--- config.mk ---
export PLATFORM = sky130hd
export DESIGN_NAME = bitplane_slot_allocator
export DESIGN_NICKNAME = d
export VERILOG_FILES = /design/src/sv/bsa_pkg.sv /design/src/sv/bitplane_slot_allocator.sv /design/src/sv/bsa_cell.sv
export SDC_FILE = /design/constraint.sdc
export NUM_CORES = 2
export LEC_CHECK = 0
export BUFFER_PORTS_ARGS = -buffer_cell sky130_fd_sc_hd__buf_2
export CORE_ASPECT_RATIO = 0.6
export CORE_UTILIZATION = 45
export DETAILED_ROUTE_END_ITERATION = 6
export PLACE_DENSITY = 0.7
export SETUP_SLACK_MARGIN = 0.4
export SLEW_MARGIN = 20
export SYNTH_ARGS = -nofsm -noshare
export SYNTH_HDL_FRONTEND = slang
export SYNTH_SLANG_ARGS = --single-unit
--- constraint.sdc ---
create_clock -name clk -period 10.83 [get_ports clk]
set_input_delay 2.166 -clock clk [delete_from_list [all_inputs] [get_ports clk]]
set_output_delay 2.166 -clock clk [all_outputs]
set_load 0.01 [all_outputs]
--- src/sv/bsa_pkg.sv ---
// shared types, codes and default sizes for the bitplane slot allocator
`default_nettype none

package bsa_pkg;

    // default sizes
    localparam int DEF_MAX_BLOCKS = 16;
    localparam int DEF_PLANES     = 8;
    localparam int DEF_KEY_BITS   = 32;
    localparam int DEF_ID_BITS    = 16;

    // request function codes
    localparam logic FN_ALLOC   = 1'b0;
    localparam logic FN_RELEASE = 1'b1;

    // response status codes
    localparam logic [1:0] ST_OK       = 2'd0;
    localparam logic [1:0] ST_FULL     = 2'd1;
    localparam logic [1:0] ST_NOTFOUND = 2'd2;

    // broadcast control from the sequencer to every cell
    typedef struct packed {
        logic capture;  // request accepted: latch per-cell hit flags
        logic cap_rel;  // compare mode at capture (release compares ids)
        logic fire;     // update edge
        logic upd_rel;  // request under update is a release
        logic found;    // some cell hit
        logic remove;   // released block became empty: close up the row
    } cell_ctl_t;

endpackage

`default_nettype wire

--- src/sv/bitplane_slot_allocator.sv ---
// top level of the bitplane slot allocator: request latch, cell row, response register
//
//  channel | valid     | stall     | payload
//  --------+-----------+-----------+-------------------------------------------
//  request | req_valid | req_stall | func, grid_key, block_id, plane
//  response| rsp_valid | rsp_stall | status, out_block_id, out_plane, new_block
//
// a request is handled as a compare and then an update: every cell compares its block
// against the request at the accept edge, and the table and response register update as the update state ends
// the update waits while an earlier response is still stalled at the output
// a new request is taken once the update is done, even with a response pending
// reset empties the table and sets the next block id to zero; no clearing pass
`default_nettype none

module bitplane_slot_allocator
    import bsa_pkg::*;
#(
    parameter int MAX_BLOCKS = DEF_MAX_BLOCKS,
    parameter int PLANES     = DEF_PLANES,
    parameter int KEY_BITS   = DEF_KEY_BITS,
    parameter int ID_BITS    = DEF_ID_BITS
)
(
    input  wire logic        clk,
    input  wire logic        rst_n,
    input  wire logic        req_valid,
    output logic             req_stall,
    input  wire logic        func,
    input  wire logic [31:0] grid_key,
    input  wire logic [15:0] block_id,
    input  wire logic [2:0]  plane,
    output logic             rsp_valid,
    input  wire logic        rsp_stall,
    output logic [1:0]       status,
    output logic [15:0]      out_block_id,
    output logic [2:0]       out_plane,
    output logic             new_block
);

    // sequencer states
    localparam logic ST_IDLE = 1'b0;
    localparam logic ST_UPD  = 1'b1;

    logic                state_reg, state_next;
    logic                accept;
    logic                fire;

    // latched request
    logic                func_reg;
    logic [KEY_BITS-1:0] key_reg;
    logic [ID_BITS-1:0]  id_reg;
    logic [2:0]          plane_reg;
    logic [ID_BITS-1:0]  next_id_reg, next_id_next;

    // response register
    logic                rsp_valid_reg, rsp_valid_next;
    logic [1:0]          status_reg, status_next;
    logic [15:0]         rsp_id_reg, rsp_id_next;
    logic [2:0]          rsp_plane_reg, rsp_plane_next;
    logic                new_block_reg, new_block_next;

    // row wiring, one spare position past the end reads as an empty slot
    logic [MAX_BLOCKS:0]   valid_x;
    logic [KEY_BITS-1:0]   key_x  [MAX_BLOCKS+1];
    logic [PLANES-1:0]     used_x [MAX_BLOCKS+1];
    logic [ID_BITS-1:0]    id_x   [MAX_BLOCKS+1];
    logic [MAX_BLOCKS:0]   before_c;
    logic [MAX_BLOCKS-1:0] first_v;
    logic [MAX_BLOCKS-1:0] empty_v;

    cell_ctl_t           ctl;
    logic [KEY_BITS-1:0] cmp_key;
    logic [ID_BITS-1:0]  cmp_id;
    logic [PLANES-1:0]   req_mask;
    logic                found;
    logic                full;
    logic                remove;
    logic [PLANES-1:0]   sel_used;
    logic [ID_BITS-1:0]  sel_id;
    logic [2:0]          free_idx;

    assign req_stall = (state_reg == ST_UPD);
    assign accept    = req_valid & ~req_stall;
    assign fire      = (state_reg == ST_UPD) & (~rsp_valid_reg | ~rsp_stall);

    assign cmp_key = KEY_BITS'(grid_key);
    assign cmp_id  = ID_BITS'(block_id);

    // plane numbers at or above the plane count clear nothing
    assign req_mask = ({1'b0, plane_reg} < 4'(PLANES)) ? (PLANES'(1) << plane_reg) : '0;

    // request latch and sequencer
    always_comb
    begin
        state_next = state_reg;
        case (state_reg)
            ST_IDLE:
            begin
                if (accept)
                    state_next = ST_UPD;
            end
            ST_UPD:
            begin
                if (fire)
                    state_next = ST_IDLE;
            end
            default:
            begin
                state_next = ST_IDLE;
            end
        endcase
    end

    always_ff @(posedge clk)
    begin
        if (accept)
        begin
            func_reg  <= func;
            key_reg   <= cmp_key;
            id_reg    <= cmp_id;
            plane_reg <= plane;
        end
    end

    // broadcast control to the row
    assign found  = before_c[MAX_BLOCKS];
    assign full   = valid_x[MAX_BLOCKS-1];
    assign remove = (func_reg == FN_RELEASE) & (|(first_v & empty_v));

    always_comb
    begin
        ctl.capture = accept;
        ctl.cap_rel = (func == FN_RELEASE);
        ctl.fire    = fire;
        ctl.upd_rel = (func_reg == FN_RELEASE);
        ctl.found   = found;
        ctl.remove  = remove;
    end

    // the cell row; cell 0 is the head of the list
    assign before_c[0]         = 1'b0;
    assign valid_x[MAX_BLOCKS] = 1'b0;
    assign key_x[MAX_BLOCKS]   = '0;
    assign used_x[MAX_BLOCKS]  = '0;
    assign id_x[MAX_BLOCKS]    = '0;

    for (genvar i = 0; i < MAX_BLOCKS; i++)
    begin : g_cell
        logic prev_valid;

        if (i == 0)
        begin : g_head
            assign prev_valid = 1'b1;
        end
        else
        begin : g_body
            assign prev_valid = valid_x[i-1];
        end

        bsa_cell #(
            .PLANES   (PLANES),
            .KEY_BITS (KEY_BITS),
            .ID_BITS  (ID_BITS)
        ) u_cell (
            .clk        (clk),
            .rst_n      (rst_n),
            .ctl        (ctl),
            .cmp_key    (cmp_key),
            .cmp_id     (cmp_id),
            .req_key    (key_reg),
            .req_mask   (req_mask),
            .new_id     (next_id_reg),
            .prev_valid (prev_valid),
            .before_in  (before_c[i]),
            .before_out (before_c[i+1]),
            .nxt_valid  (valid_x[i+1]),
            .nxt_key    (key_x[i+1]),
            .nxt_used   (used_x[i+1]),
            .nxt_id     (id_x[i+1]),
            .valid      (valid_x[i]),
            .key        (key_x[i]),
            .used       (used_x[i]),
            .id         (id_x[i]),
            .first      (first_v[i]),
            .empty      (empty_v[i])
        );
    end

    // contents of the first hit cell (at most one is flagged)
    always_comb
    begin
        sel_used = '0;
        sel_id   = '0;
        for (int i = 0; i < MAX_BLOCKS; i++)
        begin
            sel_used = sel_used | (used_x[i] & {PLANES{first_v[i]}});
            sel_id   = sel_id | (id_x[i] & {ID_BITS{first_v[i]}});
        end
    end

    // lowest free plane of the selected block
    always_comb
    begin
        free_idx = '0;
        for (int k = PLANES - 1; k >= 0; k--)
        begin
            if (!sel_used[k])
                free_idx = 3'(k);
        end
    end

    // response build and next id
    always_comb
    begin
        next_id_next   = next_id_reg;
        rsp_valid_next = rsp_valid_reg & rsp_stall;
        status_next    = status_reg;
        rsp_id_next    = rsp_id_reg;
        rsp_plane_next = rsp_plane_reg;
        new_block_next = new_block_reg;
        if (fire)
        begin
            rsp_valid_next = 1'b1;
            new_block_next = 1'b0;
            if (func_reg == FN_RELEASE)
            begin
                status_next    = found ? ST_OK : ST_NOTFOUND;
                rsp_id_next    = 16'(id_reg);
                rsp_plane_next = plane_reg;
            end
            else if (found)
            begin
                status_next    = ST_OK;
                rsp_id_next    = 16'(sel_id);
                rsp_plane_next = free_idx;
            end
            else if (full)
            begin
                status_next    = ST_FULL;
                rsp_id_next    = '0;
                rsp_plane_next = '0;
            end
            else
            begin
                // fresh block appended at the end of the list
                status_next    = ST_OK;
                rsp_id_next    = 16'(next_id_reg);
                rsp_plane_next = '0;
                new_block_next = 1'b1;
                next_id_next   = next_id_reg + ID_BITS'(1);
            end
        end
    end

    always_ff @(posedge clk or negedge rst_n)
    begin
        if (!rst_n)
        begin
            state_reg     <= ST_IDLE;
            next_id_reg   <= '0;
            rsp_valid_reg <= 1'b0;
        end
        else
        begin
            state_reg     <= state_next;
            next_id_reg   <= next_id_next;
            rsp_valid_reg <= rsp_valid_next;
        end
    end

    always_ff @(posedge clk)
    begin
        status_reg    <= status_next;
        rsp_id_reg    <= rsp_id_next;
        rsp_plane_reg <= rsp_plane_next;
        new_block_reg <= new_block_next;
    end

    assign rsp_valid    = rsp_valid_reg;
    assign status       = status_reg;
    assign out_block_id = rsp_id_reg;
    assign out_plane    = rsp_plane_reg;
    assign new_block    = new_block_reg;

    // checks

    // the first-hit chain never flags two cells
    a_first_onehot: assert property (@(posedge clk) disable iff (!rst_n)
        $onehot0(first_v))
        else $error("more than one first hit in the row");

    // occupied slots always form a prefix of the row
    a_valid_prefix: assert property (@(posedge clk) disable iff (!rst_n)
        ((valid_x[MAX_BLOCKS-1:0] + MAX_BLOCKS'(1)) & valid_x[MAX_BLOCKS-1:0]) == '0)
        else $error("gap in the occupied slots");

    // an update always leaves a response behind
    a_fire_rsp: assert property (@(posedge clk) disable iff (!rst_n)
        fire |=> rsp_valid_reg)
        else $error("update without a response");

    // an accepted request is followed by its update state
    a_accept_upd: assert property (@(posedge clk) disable iff (!rst_n)
        accept |=> (state_reg == ST_UPD))
        else $error("accepted request not in update");

    // closing up only happens on a release that hit a block
    a_remove_rel: assert property (@(posedge clk) disable iff (!rst_n)
        remove |-> (found && (func_reg == FN_RELEASE)))
        else $error("row close-up without a release hit");

endmodule

`default_nettype wire

--- src/sv/bsa_cell.sv ---
// one table slot of the allocator row: holds a block, compares, shifts left
`default_nettype none

module bsa_cell
    import bsa_pkg::*;
#(
    parameter int PLANES   = DEF_PLANES,
    parameter int KEY_BITS = DEF_KEY_BITS,
    parameter int ID_BITS  = DEF_ID_BITS
)
(
    input  wire logic                clk,
    input  wire logic                rst_n,
    input  wire cell_ctl_t           ctl,
    // compare operands, taken straight from the request port at capture
    input  wire logic [KEY_BITS-1:0] cmp_key,
    input  wire logic [ID_BITS-1:0]  cmp_id,
    // update operands, from the latched request and the next-id counter
    input  wire logic [KEY_BITS-1:0] req_key,
    input  wire logic [PLANES-1:0]   req_mask,
    input  wire logic [ID_BITS-1:0]  new_id,
    // chain links
    input  wire logic                prev_valid,
    input  wire logic                before_in,
    output logic                     before_out,
    input  wire logic                nxt_valid,
    input  wire logic [KEY_BITS-1:0] nxt_key,
    input  wire logic [PLANES-1:0]   nxt_used,
    input  wire logic [ID_BITS-1:0]  nxt_id,
    // own contents
    output logic                     valid,
    output logic [KEY_BITS-1:0]      key,
    output logic [PLANES-1:0]        used,
    output logic [ID_BITS-1:0]       id,
    output logic                     first,
    output logic                     empty
);

    logic                valid_reg, valid_next;
    logic [KEY_BITS-1:0] key_reg, key_next;
    logic [PLANES-1:0]   used_reg, used_next;
    logic [ID_BITS-1:0]  id_reg, id_next;
    logic                hit_reg, hit_next;
    logic [PLANES-1:0]   low_free;
    logic [PLANES-1:0]   cleared;
    logic                append;
    logic                shift;

    assign before_out = before_in | hit_reg;
    assign first      = hit_reg & ~before_in;

    // lowest clear bit isolated
    assign low_free = ~used_reg & (used_reg + PLANES'(1));
    assign cleared  = used_reg & ~req_mask;
    assign empty    = first & ~(|cleared);

    assign append = ctl.fire & ~ctl.upd_rel & ~ctl.found & ~valid_reg & prev_valid;
    assign shift  = ctl.fire & ctl.remove & (before_in | hit_reg);

    always_comb
    begin
        hit_next = hit_reg;
        if (ctl.capture)
        begin
            if (ctl.cap_rel)
                hit_next = valid_reg && (id_reg == cmp_id);
            else
                hit_next = valid_reg && (key_reg == cmp_key) && !(&used_reg);
        end
    end

    always_comb
    begin
        valid_next = valid_reg;
        key_next   = key_reg;
        used_next  = used_reg;
        id_next    = id_reg;
        if (shift)
        begin
            valid_next = nxt_valid;
            key_next   = nxt_key;
            used_next  = nxt_used;
            id_next    = nxt_id;
        end
        else if (append)
        begin
            valid_next = 1'b1;
            key_next   = req_key;
            used_next  = PLANES'(1);
            id_next    = new_id;
        end
        else if (ctl.fire && first)
        begin
            if (ctl.upd_rel)
                used_next = cleared;
            else
                used_next = used_reg | low_free;
        end
    end

    always_ff @(posedge clk or negedge rst_n)
    begin
        if (!rst_n)
        begin
            valid_reg <= 1'b0;
            hit_reg   <= 1'b0;
        end
        else
        begin
            valid_reg <= valid_next;
            hit_reg   <= hit_next;
        end
    end

    always_ff @(posedge clk)
    begin
        key_reg  <= key_next;
        used_reg <= used_next;
        id_reg   <= id_next;
    end

    assign valid = valid_reg;
    assign key   = key_reg;
    assign used  = used_reg;
    assign id    = id_reg;

endmodule

`default_nettype wire
==> results.sh <==
export IMPL_min_period_ns=7.076
export IMPL_coreArea_um2=127100
export IMPL_grt_max_degree=80
export IMPL_design_area_um2=62920
export IMPL_power_leakage_nw=20.75
export IMPL_wire_per_inst_um=33.19
export IMPL_drt_iter0_markers=8253
export IMPL_status="finished, violations left"
export IMPL_ios=80
export IMPL_h_tree_depth=3
export IMPL_postRouteAntennaNets=0
export IMPL_worstHoldPathCells=2
export IMPL_worst_pin_slew_ns=1.299
export IMPL_arrival_ns=7.43
export IMPL_reg2reg_from="g_cell[0].u_cell.hit_reg$_DFFE_PN0P_"
export IMPL_dpl_cell_area_um2=59560
export IMPL_postSynthAreaPerCell_um2=11.87
export IMPL_clock_tree_root_cell="clkbuf_16"
export IMPL_num_rows=101
export IMPL_violations="DRC"
export IMPL_drv_cap=0
export IMPL_slew_headroom_pct=12.57
export IMPL_pwr_density_cell_nw_per_um2=153.1
export IMPL_fp_dieW_um=465.6
export IMPL_slew_viol_final=0
export IMPL_start_kind="flop"
export IMPL_fin_skew_ns=0.05735
export IMPL_hold_buffers=0
export IMPL_finalNetCount=4777
export IMPL_fillers=11170
export IMPL_post_route_cells_drive_above_1_share_pct=19.02
export IMPL_synthArstFlopShare_pct=4.902
export IMPL_clock_fmax_mhz=141.3
export IMPL_crit_top_cell="buf_4"
export IMPL_pre_cts_slack_ns=4.221
export IMPL_path_clk_slew_ns=0.07
export IMPL_rsz0062_at_grt="false"
export IMPL_path_max_fanout=56
export IMPL_synthesis_instances=4890
export IMPL_critPathKind="reg -> reg"
export IMPL_post_cts_resized=0
export IMPL_clk_latency_ns=0.75
export IMPL_crit_required_ns=11.19
export IMPL_clock_path_buffers=3
export IMPL_grt_pass1_wl_mm=303.2
export IMPL_worst_path_largest_cell_delay_ns=1.06
export IMPL_crit_chain="buf_4 > nor4_2 > buf_4 > and4_1 > o21ai_0 > o32ai_1 > a2111oi_2 > nand3_1 > nand3_4 > o21ai_4 > buf_4"
export IMPL_vias_per_cell=6.687
export IMPL_hp_start="g_cell[15].u_cell.key[0]$_SDFFE_PP0P_"
export IMPL_seq_area_frac_synth_pct=51.39
export IMPL_syn_area_um2=58020
export IMPL_holdCritPathClass="reg -> reg"
export IMPL_ys_seq_elements=1020
export IMPL_die_area_um2=130400
export IMPL_hold_violations=0
export IMPL_portBuffers=79
export IMPL_gr_total_overflow=0
export IMPL_setup_viol=0
export IMPL_dr_pass1_iters=7
export IMPL_synth_distinct_cells=78
export IMPL_min_to="g_cell[15].u_cell.key[0]$_SDFFE_PP0P_"
export IMPL_grt_antenna_before_repair=14
export IMPL_place_gp_congestion=1.057
export IMPL_synth_edf_count=914
export IMPL_cts_sinks=1020
export IMPL_cts_buffers=98
export IMPL_largest_reg_flops=512
export IMPL_period_share_pct=65.33
export IMPL_fin_setup_tns_ns=0
export IMPL_die_h_um=280.1
export IMPL_drc_errors=14
export IMPL_grt_pass1_vias=38860
export IMPL_syn_to_final_growth_pct=8.443
export IMPL_dpl_hpwl_mm=152.0
export IMPL_r2r_end="g_cell[0].u_cell.key[7]$_DFFE_PP_"
export IMPL_initial_core_util_pct=45.64
export IMPL_synthesis_nets=4947
export IMPL_cts_tree="built"
export IMPL_r2r_cells=11
export IMPL_wl_mm=215.9
export IMPL_end_kind="flop"
export IMPL_ir_drop_mv=0.1445
export IMPL_worst_slack_ns=3.754
export IMPL_cts_setup_buffers=0
export IMPL_synth_ff_type="edfxtp_1"
export IMPL_ys_warn_count=0
export IMPL_dr_total_vias=43500
export IMPL_slowest_stage="and4_1"
export IMPL_fin_util_pct=49.49
export IMPL_r2r_slack_ns=3.75
export IMPL_grt_use_total_pct=32.38
==> metal layers <==
metal | GRT usage [%] | vias to the layer above | wire, um
met3 | 18.90 | 288 | 45400
met2 | 36.91 | 3860 | 74820
met1 | 50.46 | 21520 | 91880
li1 | - | 17820 | -
met4 | 4.993 | 14 | 3481
met5 | 1.183 | - | 308
==> worst max-delay path, delay by kind of cell (launching register included) <==
| family | cells | cell delay [ns] |
|---|---|---|
| buf+inv | 3 | 1.12 |
| simple gates | 4 | 3.39 |
| flops | 1 | 0.39 |
| compound gates | 4 | 1.73 |
==> worst max path at each step <==
stage,startpoint,end,cells past startpoint
2_1_floorplan,rsp_stall,g_cell[0].u_cell.id[0]$_DFFE_PP_,5
3_5_place_dp,g_cell[0].u_cell.hit_reg$_DFFE_PN0P_,g_cell[0].u_cell.key[15]$_DFFE_PP_,11
4_1_cts,g_cell[0].u_cell.hit_reg$_DFFE_PN0P_,g_cell[0].u_cell.key[7]$_DFFE_PP_,11
3_3_place_gp,g_cell[0].u_cell.hit_reg$_DFFE_PN0P_,g_cell[0].u_cell.key[15]$_DFFE_PP_,11
5_1_grt,g_cell[0].u_cell.hit_reg$_DFFE_PN0P_,g_cell[0].u_cell.key[7]$_DFFE_PP_,11
6_report,g_cell[0].u_cell.hit_reg$_DFFE_PN0P_,g_cell[0].u_cell.key[7]$_DFFE_PP_,11
==> kinds of logic after synthesis <==
kind of cell             synth area share, %
AND/OR/NAND/NOR                        10.05
XOR/XNOR                               11.82
buffers and inverters                  3.138
AO/OA/AOI/OAI                          7.379
multiplexers                           16.20
adder cells (fa/ha/maj)              0.02156
flip-flops                             51.39
==> metrics by stage <==
step                hold slack, ns  total power (W)  cells
floorplan                   0.4525         0.005488   4890
global placement            0.4615         0.005941   6319
detailed placement          0.4679         0.005962   6319
CTS                         0.4774         0.009565   6504
global route                0.5036         0.009835   6505
finish                      0.4766         0.009631   6505
==> final cells by class <==
type	instances	area, um^2	share of cell area, %
tap	1699	2126	3.379
clock buffer	136	2831	4.500
inverter	22	83.83	0.1332
antenna	1	2.502	0.003977
timing repair buffer	159	996.0	1.583
multi-input combinational	3419	26560	42.22
sequential	1020	29820	47.40
clock inverter	49	495.5	0.7875
==> where the power goes <==
part	total [W]	leakage [nW]	switching [W]	internal (W)
Sequential	0.00483	9.45	0.000278	0.00455
Clock	0.00367	1.62	0.00164	0.00203
Combinational	0.00113	9.68	0.000713	0.000417
Total	0.00963	20.7	0.00263	0.00700
==> synthesized netlist by cell type, types with 64 or more instances <==
| cell | number | area [um^2] |
|---|---|---|
| buf_2 | 96 | 480.5 |
| o21ai_0 | 118 | 590.6 |
| clkbuf_1 | 311 | 1167 |
| a22oi_1 | 64 | 480.5 |
| nand3_1 | 128 | 640.6 |
| xnor2_1 | 749 | 6560 |
| nand4_1 | 215 | 1345 |
| edfxtp_1 | 914 | 27450 |
| mux2_1 | 287 | 3232 |
| nand2_1 | 430 | 1614 |
| a21oi_1 | 189 | 945.9 |
| mux2_2 | 538 | 6058 |
| nor2_1 | 102 | 382.9 |
==> cells in the final DEF, fill, tap and decap left out, drive strengths merged, types with 14 or more instances in the layout <==
cell type / instances
edfxtp: 914
mux2: 825
xnor2: 749
nand2: 430
nand4: 215
a21oi: 189
buf: 159
clkbuf: 136
o21ai: 135
nand3: 128
nor2: 102
a22oi: 64
nor4: 62
dfxtp: 56
dfrtp: 50
and3: 43
and2: 41
a31oi: 37
o22ai: 35
xor2: 34
clkinv: 34
a222oi: 30
o211a: 27
nand2b: 24
a221oi: 24
inv: 22
nand3b: 21
nor2b: 17
nor3: 17
o211ai: 15
or3: 14
Power figures use the tool's default switching activity.
